`src/hw/rtl/moravec_interest_macros.svh`:
```
// Assertion macros shared by the interest operator RTL.
`ifndef MORAVEC_INTEREST_MACROS_SVH
`define MORAVEC_INTEREST_MACROS_SVH

// Same-cycle implication, sampled on clk_i, off while in reset.
`define MVI_ASSERT_IMP(name, ante, cons, msg) \
  name: assert property (@(posedge clk_i) disable iff (!rst_ni) (ante) |-> (cons)) \
    else $error(msg);

// Next-cycle implication, sampled on clk_i, off while in reset.
`define MVI_ASSERT_NXT(name, ante, cons, msg) \
  name: assert property (@(posedge clk_i) disable iff (!rst_ni) (ante) |=> (cons)) \
    else $error(msg);

`endif

```
`src/hw/rtl/mvi_pkg.sv`:
```
// Types, constants and tables of the interest operator.
`timescale 1ns / 1ps
package mvi_pkg;

  // geometry
  localparam int MAX_SIDE = 64;
  localparam int SIDE_W   = 7;                  // config field width
  localparam int COL_W    = $clog2(MAX_SIDE);   // column index into line store
  localparam int ROW_W    = 7;
  localparam logic [ROW_W-1:0]  ROW_MAX  = {ROW_W{1'b1}};
  localparam logic [SIDE_W-1:0] SIDE_MIN = SIDE_W'(3);
  localparam logic [SIDE_W-1:0] SIDE_MAX = SIDE_W'(MAX_SIDE);
  localparam logic [SIDE_W-1:0] SIDE_RST = SIDE_W'(16);

  // arithmetic
  localparam int PIX_W  = 16;
  localparam int DIFF_W = PIX_W + 1;
  localparam int MAG_W  = PIX_W;
  localparam int SQ_W   = 2 * MAG_W;
  localparam int SUM_W  = 48;
  localparam logic [SUM_W-1:0] SUM_MAX = {SUM_W{1'b1}};

  // configuration register indexes
  localparam int CFG_IDX_W = 2;
  localparam logic [CFG_IDX_W-1:0] REG_CHIP_WIDTH  = CFG_IDX_W'(0);
  localparam logic [CFG_IDX_W-1:0] REG_CHIP_HEIGHT = CFG_IDX_W'(1);

  // neighbor pairs formed per pixel: left, up-left, up, up-right
  localparam int NUM_PAIR = 4;
  localparam int NUM_DIR  = 8;
  localparam logic [1:0] PAIR_L  = 2'd0;
  localparam logic [1:0] PAIR_UL = 2'd1;
  localparam logic [1:0] PAIR_U  = 2'd2;
  localparam logic [1:0] PAIR_UR = 2'd3;

  // which pair feeds each direction sum
  localparam logic [1:0] DIR_SRC [NUM_DIR] = '{
    PAIR_UL, PAIR_L, PAIR_UR, PAIR_U, PAIR_U, PAIR_UR, PAIR_L, PAIR_UL
  };

  typedef struct packed {
    logic                    vld;
    logic signed [PIX_W-1:0] value;
  } pix_entry_t;

  typedef struct packed {
    pix_entry_t left;
    pix_entry_t up_left;
    pix_entry_t up;
    pix_entry_t up_right;
  } nbr_t;

  // control carried along the pipeline with each word
  typedef struct packed {
    logic               vld;
    logic               last;
    logic [NUM_DIR-1:0] dir_en;
  } stage_ctl_t;

endpackage

```
`src/hw/rtl/mvi_sqdiff.sv`:
```
// Two pipeline stages: capture of pixel pairs, then squared differences.
`timescale 1ns / 1ps
module mvi_sqdiff (
  input  logic                        clk_i,
  input  logic                        rst_ni,
  input  logic                        adv_i,
  input  mvi_pkg::stage_ctl_t         ctl_i,
  input  logic signed [mvi_pkg::PIX_W-1:0] cur_i,
  input  mvi_pkg::nbr_t               nbr_i,
  output mvi_pkg::stage_ctl_t         ctl_o,
  output logic [mvi_pkg::NUM_PAIR-1:0][mvi_pkg::SQ_W-1:0] sq_o
);
  import mvi_pkg::*;

  stage_ctl_t ctl1_q, ctl2_q;
  logic signed [PIX_W-1:0]  cur1_q;
  logic signed [PIX_W-1:0]  nb1_q [NUM_PAIR];
  logic signed [DIFF_W-1:0] diff [NUM_PAIR];
  logic [DIFF_W-1:0]        mag [NUM_PAIR];
  logic [NUM_PAIR-1:0][SQ_W-1:0] sq_d, sq_q;

  always_ff @(posedge clk_i or negedge rst_ni) begin
    if (!rst_ni) begin
      ctl1_q <= '0;
      ctl2_q <= '0;
    end else if (adv_i) begin
      ctl1_q <= ctl_i;
      ctl2_q <= ctl1_q;
    end
  end

  // pair capture and square registers
  always_ff @(posedge clk_i) begin
    if (adv_i) begin
      cur1_q         <= cur_i;
      nb1_q[PAIR_L]  <= nbr_i.left.value;
      nb1_q[PAIR_UL] <= nbr_i.up_left.value;
      nb1_q[PAIR_U]  <= nbr_i.up.value;
      nb1_q[PAIR_UR] <= nbr_i.up_right.value;
      sq_q           <= sq_d;
    end
  end

  // |c - n|^2, one squarer per pair
  always_comb begin
    for (int k = 0; k < NUM_PAIR; k++) begin
      diff[k] = {cur1_q[PIX_W-1], cur1_q} - {nb1_q[k][PIX_W-1], nb1_q[k]};
      mag[k]  = diff[k][DIFF_W-1] ? DIFF_W'(-diff[k]) : DIFF_W'(diff[k]);
      sq_d[k] = mag[k][MAG_W-1:0] * mag[k][MAG_W-1:0];
    end
  end

  assign ctl_o = ctl2_q;
  assign sq_o  = sq_q;

endmodule

```
`config.mk`:
```
export PLATFORM = sky130hd
export DESIGN_NAME = mvi_sqdiff
export DESIGN_NICKNAME = d
export VERILOG_FILES = /design/src/hw/rtl/moravec_interest_macros.svh /design/src/hw/rtl/mvi_pkg.sv /design/src/hw/rtl/mvi_sqdiff.sv
export SDC_FILE = /design/constraint.sdc
export NUM_CORES = 2
export LEC_CHECK = 0
export BUFFER_PORTS_ARGS = -buffer_cell sky130_fd_sc_hd__buf_4
export CORE_AREA = 2 2 387 389
export CTS_CLUSTER_DIAMETER = 40
export DETAILED_ROUTE_END_ITERATION = 7
export DIE_AREA = 0 0 389 391
export GPL_ROUTABILITY_DRIVEN = 0
export SETUP_SLACK_MARGIN = 0.15
export SKIP_CTS_REPAIR_TIMING = 1
export SYNTH_ARGS = -nofsm -noshare
export SYNTH_HDL_FRONTEND = slang
export SYNTH_SLANG_ARGS = --single-unit
```
`constraint.sdc`:
```
create_clock -name clk_i -period 10.4 [get_ports clk_i]
set_input_delay 1.04 -clock clk_i [delete_from_list [all_inputs] [get_ports clk_i]]
set_output_delay 1.04 -clock clk_i [all_outputs]
set_load 0.1 [all_outputs]
```
== Word level (Yosys, flattened, before mapping) ==
Memories as Yosys holds them, arrays and structs flattened.
Cells that the tools add are included.

* Memory bits (writable): 64
* Register bits after elaboration: 164
* Input port bits: 97
* Word-level logic and storage cells: 30
* Output and inout bits: 138
* Memories kept: 1

{| class="wikitable"
|+ Memories
! name !! depth !! width !! rd ports !! clocked after memory_dff !! wr ports !! line !! source
|-
| nb1_q || 4 || 16 || 4 || 0 || 4 || mvi_sqdiff.sv:17 || <nowiki>logic signed [PIX_W-1:0] nb1_q [NUM_PAIR];</nowiki>
|}

* Add/subtract/negate cells: 8
* Muxes and demuxes: 6
* Multipliers: 4

{| class="wikitable"
|+ Operators by type and width
! kind !! count
|-
| $mul A16 B16 Y32 || 4
|-
| $sub A16 B16 Y17 || 4
|-
| $mux W16 || 4
|-
| $neg A16 Y16 || 4
|-
| $mux W1 || 2
|}

== Depth between registers and ports, before layout ==
An unclocked memory read counts as a cell.

* Word-level depth: 5
* Gate-level depth with buffers: 43
* Gate-level depth less buffers: 42

== Worst setup path after synthesis ==
Ideal clock, no wire load.

* Kind: register -> register
* Start: reg cur1_q[1]
* End: reg sq_q, in the netlist sq_o[126] (data pin)
* Data arrival time: 8769 ps
* Slack: 1373 ps
* Library setup time: 258 ps
* Clock period less this slack: 9027 ps
* Path buffers: 0
* Cell stages (with the launch flop): 36
* Data required time: 10142 ps
* Cell sequence: edfxtp_1 -> inv_1 -> fa_1 -> nor2b_1 -> o21a_1 -> o21ai_0 -> a21oi_1 -> o31ai_1 -> nor2b_1 -> o31ai_2 -> nand2_1 -> xor2_1 -> clkinv_1 -> nand2_1 -> inv_1 -> fa_1 -> inv_1 -> fa_1 -> inv_1 -> fa_1 -> inv_1 -> fa_1 -> fa_1 -> fa_1 -> inv_1 -> ha_1 -> and3_1 -> nand2_1 -> nand2_1 -> a31o_2 -> a2111oi_0 -> o31ai_1 -> o41ai_1 -> o21bai_1 -> a21oi_1 -> xnor2_1

{| class="wikitable"
|+ RTL lines
! what !! line !! source
|-
| start: declaration || mvi_sqdiff.sv:16 || <nowiki>logic signed [PIX_W-1:0] cur1_q;</nowiki>
|-
| start signal: assignment || mvi_sqdiff.sv:35 || <nowiki>cur1_q <= cur_i;</nowiki>
|-
| end signal: assignment || mvi_sqdiff.sv:40 || <nowiki>sq_q <= sq_d;</nowiki>
|-
| end: declaration || mvi_sqdiff.sv:20 || <nowiki>logic [NUM_PAIR-1:0][SQ_W-1:0] sq_d, sq_q;</nowiki>
|}

==> flow_summary.ini <==
[die]
initial_core_util = 0.267
die_h_um = 391
rows = 142
dieArea_mm2 = 0.152
coreArea_mm2 = 0.149
num_io_pins = 235
fp.dieW_um = 389

[timing]
fin_crit_sh = 0.939
slew_violations = 0
finalHoldViolCount = 0
post-route-min-period_ps = 9760
fmax_ghz = 0.102
timing.final.ws_setup_ps = 636
max-slew-margin-rel = 0.384
setup_viol = 0
rsz0062_at_grt = true
setup_tns_ps = 0
tightest_slew_ps = 924
fin_worst_skew_ps = 34.8

[synth]
syn_area_per_cell_um2 = 9.51
yosysSeqAreaShare = 0.167
mappedNetlistArea_mm2 = 0.0396
synthFlopType = edfxtp_1
synth_warnings = 0
synth_edf_count = 204
ys_types = 95
async_reset_ff_frac = 0.0893
synth_cells = 4165
yosysTopAreaCellShare = 0.330
ys_ff_latch = 224
synth_area_leader_cell = fa_1
ys_top_cells_by_area = fa_1 (33%), edfxtp_1 (15%), ha_1 (14%)

[routing]
wl_per_cell_um = 15.7
vias = 28983
antenna_left = 0
wirelength_um = 102000
drc = 0
drt_iter0_drc = 1646
viasPerCell = 4.47
dr.pass1.iters = 5

[global_routing]
grt_use_total = 0.138
grt_pass1_vias = 30829
grt_max_degree = 108
antenna_found_initial = 15
grt_pass1_wl_um = 165000
overflow = 0

[cells_and_area]
nNetsFinal = 5697
fill_cells = 15397
area_growth_pct = 16.9
layout-drive-gt1-share = 0.121
multi_input_area_mm2 = 0.0289
ff_latch_area_mm2 = 0.00663
final_area_mm2 = 0.0463

[setup_path]
startpoint_type = flop
cp.arrival_ps = 10140
rr_startpoint = cur1_q[0]
crit_end = sq_o[63]
reg2reg_setup_slack_ps = 640
worstPathRequired_ps = 10780
critPathLaunch = cur1_q[0]
reg2reg_depth = 39
path_common_cell = fa_1
cp-end-kind = flop
max_stage_delay_ps = 550
worst_path_max_delay_cell = fa_1
crit_path_max_fanout = 11
rr_endpoint = sq_o[63]
path_class = flop to flop

[placement]
post-place-ws_ps = -108
dp_hpwl_um = 85900
io_buffers = 226
place_area_mm2 = 0.0443

[clock_tree]
clock_sinks = 224
path_clk_slew_ps = 60
htreeDepth = 2
cts_buffers = 52
tritoncts = yes
cts_root_buf = clkbuf_16
cts_buffer_depth = 3
insertion_delay_ps = 650

[flow_run]
cap_violations = 0

[run_status]
run_status = finished clean

[hold_path]
min_path_type = primary input to asynchronous set/reset pin
-- how the worst min path moves through the flow --
stage,start,to,cells past startpoint
final,rst_ni,ctl1_q[8],1
after floorplan,ctl1_q[0],ctl1_q[0],1
after global placement,ctl1_q[9],ctl_o[9],1
after global routing,rst_ni,ctl1_q[8],1
after CTS,rst_ni,ctl1_q[8],1
after detailed placement,ctl1_q[9],ctl_o[9],1
-- per-layer routing --
layer	vias to the layer above	part of all wire	GRT usage
li1	13702	-	-
met1	14417	0.45	0.188
met2	728	0.46	0.224
met3	132	0.068	0.0257
met4	4	0.020	0.0342
met5	-	0.00029	0
-- metrics by stage --
stage / hold WS (ps) / util / instances
floorplan: 475 / - / 4168
global placement: 482 / 0.298 / 6378
detailed placement: 488 / 0.298 / 6378
CTS: 230 / 0.310 / 6476
global route: 270 / 0.312 / 6483
finish: 282 / 0.312 / 6489
-- worst max-delay path: cells and delay by family, from the launching register on --
family | cells | cell delay [ps]
buf+inv | 9 | 820
simple gates | 4 | 640
xor+xnor | 2 | 300
fa+ha+maj | 9 | 3980
compound gates | 15 | 3350
flops | 1 | 370
-- cell type report --
| class | count | area share |
|---|---|---|
| Clock buffer | 53 | 0.0282 |
| Tap cell | 1944 | 0.0525 |
| Clock inverter | 45 | 0.0107 |
| Multi-Input combinational cell | 2810 | 0.623 |
| Antenna cell | 6 | 0.000324 |
| Inverter | 1071 | 0.0870 |
| Sequential cell | 224 | 0.143 |
| Timing Repair Buffer | 336 | 0.0549 |
-- layout by cell type, fill, tap and decap left out, drive strengths merged, types with 19 or more instances in the layout --
master	count
inv	1073
fa	653
ha	452
nor2	368
buf	336
nand2	301
edfxtp	204
xnor2	156
a21oi	137
a21o	89
o21ai	78
xor2	73
clkbuf	53
nor3	47
nand2b	42
nand3	40
nor2b	33
o21a	33
clkinv	31
and2	25
o21bai	23
mux2	23
or2	22
dfrtp	20
o31ai	19
-- kinds of logic (layout without fill, tap and decap cells) --
family,Yosys count,after routing,synth area share
buf+inv,1134,1505,0.109
fa+ha+maj,1105,1105,0.473
simple gates,945,945,0.107
compound gates,500,500,0.0847
xor+xnor,229,229,0.0523
flops,224,224,0.167
mux,27,27,0.00764
other cells,1,10,0.0000947
-- state kept, by name, indices dropped and copies added (netlist names) --
signal and count:
sq_o 124, nb1_q 64, cur1_q 16, ctl1_q 10, ctl_o 10
-- synthesized netlist by cell type, drive strengths merged, types with 14 or more instances --
cell type and instances:
a21o 89, nand2 301, nand2b 42, nor2 368
a31oi 18, and2 25, ha 452, dfrtp 20
o31ai 19, o21bai 23, nor3 47, a21oi 137
mux2 23, edfxtp 204, o21ai 78, nand3 40
and3 14, xor2 73, o21a 33, fa 653
or2 22, xnor2 156, inv 1058, buf 18
nor2b 33, clkbuf 45
Power is not shown: default switching activity piles up to over one toggle a cycle in this logic, so the estimate is an artifact.
