[src/hw/rtl/moravec_interest_macros.svh]
// Assertion macros shared by the interest operator RTL.
`ifndef MORAVEC_INTEREST_MACROS_SVH
`define MORAVEC_INTEREST_MACROS_SVH

// Same-cycle implication, sampled on clk_i, off while in reset.
`define MVI_ASSERT_IMP(name, ante, cons, msg) \
  name: assert property (@(posedge clk_i) disable iff (!rst_ni) (ante) |-> (cons)) \
    else $error(msg);

// Next-cycle implication, sampled on clk_i, off while in reset.
`define MVI_ASSERT_NXT(name, ante, cons, msg) \
  name: assert property (@(posedge clk_i) disable iff (!rst_ni) (ante) |=> (cons)) \
    else $error(msg);

`endif

[src/hw/rtl/mvi_pkg.sv]
// Types, constants and tables of the interest operator.
`timescale 1ns / 1ps
package mvi_pkg;

  // geometry
  localparam int MAX_SIDE = 64;
  localparam int SIDE_W   = 7;                  // config field width
  localparam int COL_W    = $clog2(MAX_SIDE);   // column index into line store
  localparam int ROW_W    = 7;
  localparam logic [ROW_W-1:0]  ROW_MAX  = {ROW_W{1'b1}};
  localparam logic [SIDE_W-1:0] SIDE_MIN = SIDE_W'(3);
  localparam logic [SIDE_W-1:0] SIDE_MAX = SIDE_W'(MAX_SIDE);
  localparam logic [SIDE_W-1:0] SIDE_RST = SIDE_W'(16);

  // arithmetic
  localparam int PIX_W  = 16;
  localparam int DIFF_W = PIX_W + 1;
  localparam int MAG_W  = PIX_W;
  localparam int SQ_W   = 2 * MAG_W;
  localparam int SUM_W  = 48;
  localparam logic [SUM_W-1:0] SUM_MAX = {SUM_W{1'b1}};

  // configuration register indexes
  localparam int CFG_IDX_W = 2;
  localparam logic [CFG_IDX_W-1:0] REG_CHIP_WIDTH  = CFG_IDX_W'(0);
  localparam logic [CFG_IDX_W-1:0] REG_CHIP_HEIGHT = CFG_IDX_W'(1);

  // neighbor pairs formed per pixel: left, up-left, up, up-right
  localparam int NUM_PAIR = 4;
  localparam int NUM_DIR  = 8;
  localparam logic [1:0] PAIR_L  = 2'd0;
  localparam logic [1:0] PAIR_UL = 2'd1;
  localparam logic [1:0] PAIR_U  = 2'd2;
  localparam logic [1:0] PAIR_UR = 2'd3;

  // which pair feeds each direction sum
  localparam logic [1:0] DIR_SRC [NUM_DIR] = '{
    PAIR_UL, PAIR_L, PAIR_UR, PAIR_U, PAIR_U, PAIR_UR, PAIR_L, PAIR_UL
  };

  typedef struct packed {
    logic                    vld;
    logic signed [PIX_W-1:0] value;
  } pix_entry_t;

  typedef struct packed {
    pix_entry_t left;
    pix_entry_t up_left;
    pix_entry_t up;
    pix_entry_t up_right;
  } nbr_t;

  // control carried along the pipeline with each word
  typedef struct packed {
    logic               vld;
    logic               last;
    logic [NUM_DIR-1:0] dir_en;
  } stage_ctl_t;

endpackage

[src/hw/rtl/mvi_accum.sv]
// Direction sums, registered minimum tree and output register.
`timescale 1ns / 1ps
module mvi_accum (
  input  logic                clk_i,
  input  logic                rst_ni,
  input  mvi_pkg::stage_ctl_t ctl_i,
  input  logic [mvi_pkg::NUM_PAIR-1:0][mvi_pkg::SQ_W-1:0] sq_i,
  output logic                adv_o,
  output logic                out_valid_o,
  input  logic                out_ready_i,
  output logic [mvi_pkg::SUM_W-1:0] interest_value_o
);
  import mvi_pkg::*;

  function automatic logic [SUM_W-1:0] min2(logic [SUM_W-1:0] a, logic [SUM_W-1:0] b);
    return (b < a) ? b : a;
  endfunction

  logic [NUM_DIR-1:0][SUM_W-1:0] sums_q, sum_new, snap_q;
  logic [3:0][SUM_W-1:0] ta_q;
  logic [1:0][SUM_W-1:0] tb_q;
  logic [SUM_W-1:0]      out_q;
  logic snap_vld_q, ta_vld_q, tb_vld_q, out_vld_q;
  logic adv;

  // pipeline holds only when a result meets a full output register
  assign adv   = !(tb_vld_q && out_vld_q && !out_ready_i);
  assign adv_o = adv;

  // saturating add of the selected square into each direction
  always_comb begin
    logic [SUM_W:0] ext;
    for (int d = 0; d < NUM_DIR; d++) begin
      ext = {1'b0, sums_q[d]}
          + ((ctl_i.dir_en[d]) ? (SUM_W+1)'(sq_i[DIR_SRC[d]]) : '0);
      sum_new[d] = ext[SUM_W] ? SUM_MAX : ext[SUM_W-1:0];
    end
  end

  always_ff @(posedge clk_i or negedge rst_ni) begin
    if (!rst_ni) begin
      sums_q     <= '0;
      snap_vld_q <= 1'b0;
      ta_vld_q   <= 1'b0;
      tb_vld_q   <= 1'b0;
      out_vld_q  <= 1'b0;
    end else begin
      if (adv) begin
        if (ctl_i.vld) begin
          sums_q <= ctl_i.last ? '0 : sum_new;
        end
        snap_vld_q <= ctl_i.vld && ctl_i.last;
        ta_vld_q   <= snap_vld_q;
        tb_vld_q   <= ta_vld_q;
      end
      if (adv && tb_vld_q) begin
        out_vld_q <= 1'b1;
      end else if (out_ready_i) begin
        out_vld_q <= 1'b0;
      end
    end
  end

  // snapshot on the last pixel, then a three-level minimum
  always_ff @(posedge clk_i) begin
    if (adv) begin
      if (ctl_i.vld && ctl_i.last) begin
        snap_q <= sum_new;
      end
      for (int i = 0; i < 4; i++) begin
        ta_q[i] <= min2(snap_q[2*i], snap_q[2*i+1]);
      end
      for (int i = 0; i < 2; i++) begin
        tb_q[i] <= min2(ta_q[2*i], ta_q[2*i+1]);
      end
      if (tb_vld_q) begin
        out_q <= min2(tb_q[0], tb_q[1]);
      end
    end
  end

  assign out_valid_o      = out_vld_q;
  assign interest_value_o = out_q;

endmodule

[config.mk]
export PLATFORM = sky130hd
export DESIGN_NAME = mvi_accum
export DESIGN_NICKNAME = d
export VERILOG_FILES = /design/src/hw/rtl/moravec_interest_macros.svh /design/src/hw/rtl/mvi_pkg.sv /design/src/hw/rtl/mvi_accum.sv
export SDC_FILE = /design/constraint.sdc
export NUM_CORES = 2
export LEC_CHECK = 0
export ABC_AREA = 1
export BUFFER_PORTS_ARGS = -buffer_cell sky130_fd_sc_hd__buf_4
export CORE_MARGIN = 3
export CORE_UTILIZATION = 40
export CTS_CLUSTER_DIAMETER = 60
export DETAILED_ROUTE_END_ITERATION = 6
export GPL_TIMING_DRIVEN = 0
export SYNTH_ARGS = -nofsm -noshare
export SYNTH_HDL_FRONTEND = slang
export SYNTH_SLANG_ARGS = --single-unit
[constraint.sdc]
create_clock -name clk_i -period 45.6 [get_ports clk_i]
set_clock_uncertainty 0.2 [all_clocks]
set_input_delay 2.28 -clock clk_i [delete_from_list [all_inputs] [get_ports clk_i]]
set_output_delay 2.28 -clock clk_i [all_outputs]
set_load 0.05 [all_outputs]
# Yosys cells after proc, flatten, opt, wreduce, memory -nomap -nowiden
# Index checks and enable logic that the tools add are counted.
totals:
  register_bits: 1108
  wordCells: 79
classes:
  add_sub_neg: 8
  magnitude_cmp: 7
  muxes: 26
  bitwise: 1
  n_reduce_logical: 10
ops:
  columns: ["cell", "count"]
  rows:
  - ["$mux W48", 15]
  - ["$add A48 B32 Y49", 8]
  - ["$mux W384", 1]
  - ["$lt A48 B48 Y1", 7]
  - ["$mux W32", 8]
  - ["$reduce_and A2 Y1", 3]
  - ["$logic_and A1 B1 Y1", 4]
  - ["$logic_not A1 Y1", 2]
  - ["$mux W1", 2]
  - ["$reduce_bool A2 Y1", 1]
  - ["$not A1 Y1", 1]

# Depth between registers and ports, before layout
logic_depth:
  depth_word: 5
  ltp_mapped: 19
  ltp_nobuf: 17

# Least setup slack after synthesis
# OpenSTA, ideal clock, no wires.
synth_path:
  path_type: "input -> register"
  from: "in out_ready_i"
  to: "reg snap_q[0] (netlist name), enable pin"
  setup_ns: 1.141
  arrival_ns: 22.886
  required_ns: 44.259
  path_slack_ns: 21.373
  path_stages: 8
  path_cell_list: "inv_1 > nand2_1 > nor2_1 > inv_2 > nand2_1 > clkbuf_1 > clkbuf_1 > nor2_1"
synth_via:
  elab_chain_len: 4
synth_lines:
  columns: ["element", "line", "text"]
  rows:
  - ["start, declared", "mvi_accum.sv:10", "input logic out_ready_i,"]
  - ["$logic_not A1 Y1", "mvi_accum.sv:27", "assign adv = !(tb_vld_q && out_vld_q && !out_ready_i);"]
  - ["$logic_and A1 B1 Y1", "mvi_accum.sv:27", null]
  - ["$not A1 Y1 (no line)", null, null]
  - ["$reduce_and A2 Y1 (no line)", null, null]
  - ["end signal, assigned", "mvi_accum.sv:68", "snap_q <= sum_new;"]
  - ["end, declared", "mvi_accum.sv:19", "logic [NUM_DIR-1:0][SUM_W-1:0] sums_q, sum_new, snap_q;"]
# No other way between the ends.
# A chain may end at the register's enable or synchronous reset.

# Worst setup path after layout
layout_path:
  from: "in out_ready_i"
  to: "out adv_o"
layout_via:
  elab_chain_len: 3
layout_lines:
  columns: ["element", "line", "text"]
  rows:
  - ["$logic_not A1 Y1", "mvi_accum.sv:27", null]
  - ["$logic_and A1 B1 Y1", "mvi_accum.sv:27", null]
  - ["$logic_not A1 Y1", "mvi_accum.sv:27", null]
  - ["end, declared", "mvi_accum.sv:8", "output logic adv_o,"]
# No other way between the ends.

==> Implementation_results.wiki <==
{| class="wikitable"
! Metric !! Value
|-
| Die outline height || 456 um
|-
| Synth cell count leaders || nand2_1, inv_1, nor2_1
|-
| TritonCTS clock tree || built
|-
| Setup CP Type || in -> out
|-
| Placed wire-length estimate || 259 mm
|-
| Pwr dens || 42.3 nW/um2
|-
| TritonCTS buffer count || 151
|-
| Cell at the root of the clock tree || clkbuf_16
|-
| Mapped Cells || 11731
|-
| Gpl congestion || 1.02
|-
| Number of H-tree levels || 4
|-
| Rows || 164
|-
| Pin count of the biggest net entering global routing || 115
|-
| Syn nets || 12465
|-
| Number of pins exceeding their max-slew limit in the final report || 0
|-
| Crit share post-route || 0.150
|-
| Number of search-and-repair iterations in the first detailed-routing pass || 6
|-
| Vias || 75701
|-
| Starting density of the core || 0.404
|-
| Sinks on Clock Net || 1108
|-
| Syn_area_per_cell || 6.89 um2
|-
| Number of buffers on the longest clock path || 3
|-
| Most used flip-flop cell after synthesis || edfxtp_1
|-
| Static Leak || 50.9 nW
|-
| Number of setup buffers added after CTS || 0
|-
| Top delay family on crit path || buffers and inverters
|-
| Global-route wire length before repair || 454 mm
|-
| Number of global-route vias before repair || 71044
|-
| Top-count cell post-synth || nand2_1
|-
| Number of non-filler instances in the completed layout || 14890
|-
| Minimum clock period after layout || 6.85 ns
|-
| Dominant cells by area after synthesis || edfxtp_1, nand2_1, dfrtp_1
|-
| Maximum clock frequency || 146 MHz
|-
| Number of top-level pins || 191
|-
| DP Area || 86100 um2
|-
| Number of buffers added to fix hold violations after cts || 0
|-
| Kind of end point of the critical path || primary output
|-
| Standard cell with the maximum stage delay on the critical path || nor2_1
|-
| Count of yosys warnings during synthesis || 0
|-
| CP cell instances || buf_4, inv_1, nand2_1, nor2_1, inv_8, buf_16, buf_4
|-
| Endpoint required time on the critical path || 43.12 ns
|-
| Die Footprint || 208000 um2
|-
| Peak supply drop || 0.0000428 V
|-
| Sequential-to-total area share from yosys stat || 0.387
|-
| Worst setup SP type || primary input
|-
| Sum of buffers and inverters on the critical path || 5
|-
| Initial antenna violation count || 9
|-
| Critical path's largest stage delay || 0.51 ns
|-
| Relative max-transition margin || 0.0602
|-
| Initial drt markers || 7434
|-
| Number of port buffers || 190
|-
| Library cells used by synthesis || 46
|-
| Design Area, Final || 91200 um2
|-
| Flops & latches, synth || 1108
|-
| Top-area cell type share of the netlist area || 0.267
|-
| Net count, final || 12827
|-
| Overflow left after global routing || 0
|-
| DRC violations left || 0
|-
| Clk pin slew, worst setup/hold paths || 0.06 ns
|-
| Largest fanout of any net on the critical path || 111
|-
| Class of the most critical hold timing path || reg -> reg
|-
| Die Span X || 456 um
|-
| Number of antenna-violating nets in the routed design || 0
|-
| Post-synthesis instance area || 80900 um2
|-
| Result of the run || finished clean
|-
| Global-route usage over all layers || 0.292
|-
| Resized cells post-CTS || 0
|-
| Cell count after placement || 14596
|-
| Placeable Area || 200000 um2
|-
| Count of maximum capacitance violations || 0
|-
| Ratio of cells with drive above 1 in the final layout || 0.0564
|-
| Total Negative Setup Slacks || 0 ns
|-
| Setup repair after global routing missed its margin || false
|-
| Total Routed Length || 311 mm
|-
| Fraction of synthesis flops using an asynchronous set or reset pin || 0.350
|-
| Number of synthesized flops with an enable pin || 720
|-
| Layout Area Growth over Synthesis || 12.8%
|-
| Number of setup violations in the final report || 0
|-
| Post-route core utilization || 0.456
|-
| Worst slew pin tran || 1.41 ns
|-
| Arrival time at the worst endpoint || 4.37 ns
|-
| Vias per std cell || 5.08
|-
| Most repeated library cell on the critical path || buf_4
|-
| Largest area contributor in the netlist || edfxtp_1
|-
| Latest clock arrival within the worst-skew pair || 0.80 ns
|-
| Routed WL per cell || 20.9 um
|-
| Final Hold Vio Count || 0
|}
-- report_power, final --
part	total (mW)	leakage, nW	internal, mW	switching, mW
registers	1.46	12.5	1.30	0.165
clock network	1.22	2.49	0.727	0.491
logic	1.17	35.9	0.353	0.820
-- tightest hold or removal path, delay by kind of cell, from the launching register on --
family	cells	cell delay [ns]
flops	1	0.32
simple gates	1	0.05
buf+inv	1	0.04
-- state kept, by name, summed over array words and instances (netlist names) --
signal / cells
snap_q: 384
sums_q: 384
tb_vld_q: 1
out_valid_o: 1
interest_value_o: 48
snap_vld_q: 1
ta_vld_q: 1
ta_q: 192
tb_q: 96
-- metal layers --
metal | track usage | vias to the layer above | wire length (um) | share of wire
met3 | 0.0467 | 505 | 22300 | 0.072
met2 | 0.451 | 2681 | 135000 | 0.43
met1 | 0.400 | 35297 | 137000 | 0.44
li1 | - | 37214 | - | -
met4 | 0.133 | 4 | 16000 | 0.052
met5 | 0 | - | 23 | 0.000074
-- worst paths after layout --
path,from,to,slack (ns),depth (start not counted)
worst max register to register,out_valid_o,snap_q[337],40.24,12
min in group asynchronous,rst_ni,sums_q[282],1.29,1
worst min register to register,ta_vld_q,tb_vld_q,0.25,2
worst max-delay path,out_ready_i,adv_o,38.75,7
max in group asynchronous,rst_ni,sums_q[53],42.23,3
worst min-delay path,ta_vld_q,tb_vld_q,0.25,2
-- through the flow --
step	hold slack [ns]	total power, mW	worst slack [ns]
5_1_grt	0.284	4.06	38.73
6_report	0.254	3.86	38.75
2_1_floorplan	0.220	2.14	21.37
4_1_cts	0.259	3.87	38.81
3_3_place_gp	0.231	2.63	11.37
3_5_place_dp	0.243	2.63	38.28
-- cell usage in the layout, fill, tap and decap left out, drive strengths merged, types with 2 or more instances in the layout --
cell,n
inv,2275
o41ai,2
xor2,165
o21bai,26
clkinv,39
bufinv,13
or2,3
nand3b,4
o21a,11
o22ai,4
nand4,153
nand3,977
clkinvlp,10
nor4,3
dfrtp,388
a21oi,317
o21ai,268
diode,13
fa,8
clkbuf,328
nor3,66
o211ai,6
a21o,4
a31oi,4
edfxtp,720
ha,585
nor2,940
buf,320
xnor2,14
nand2,4564
-- logic make-up after synthesis --
logic type	count (synthesis)	share of synthesized area
and+or+nand+nor	6711	0.339
buffers and inverters	2495	0.119
DFF	1108	0.387
AOI/OAI and AO/OA	645	0.0422
adders and majority gates	593	0.0925
xor gates and xnor gates	179	0.0194
-- layout make-up --
cell class | count | area, um2
plain buffers | 247 | 1220
repair buffers | 209 | 1860
clock buffers | 192 | 4140
well taps | 2656 | 3320
diodes | 13 | 32.5
multi-input cells | 8128 | 39900
fillers | 20682 | 109000
flip-flops and latches | 1108 | 31300
clock inverters | 89 | 997
inverters | 2248 | 8450
(Power assumes the default switching activity.)
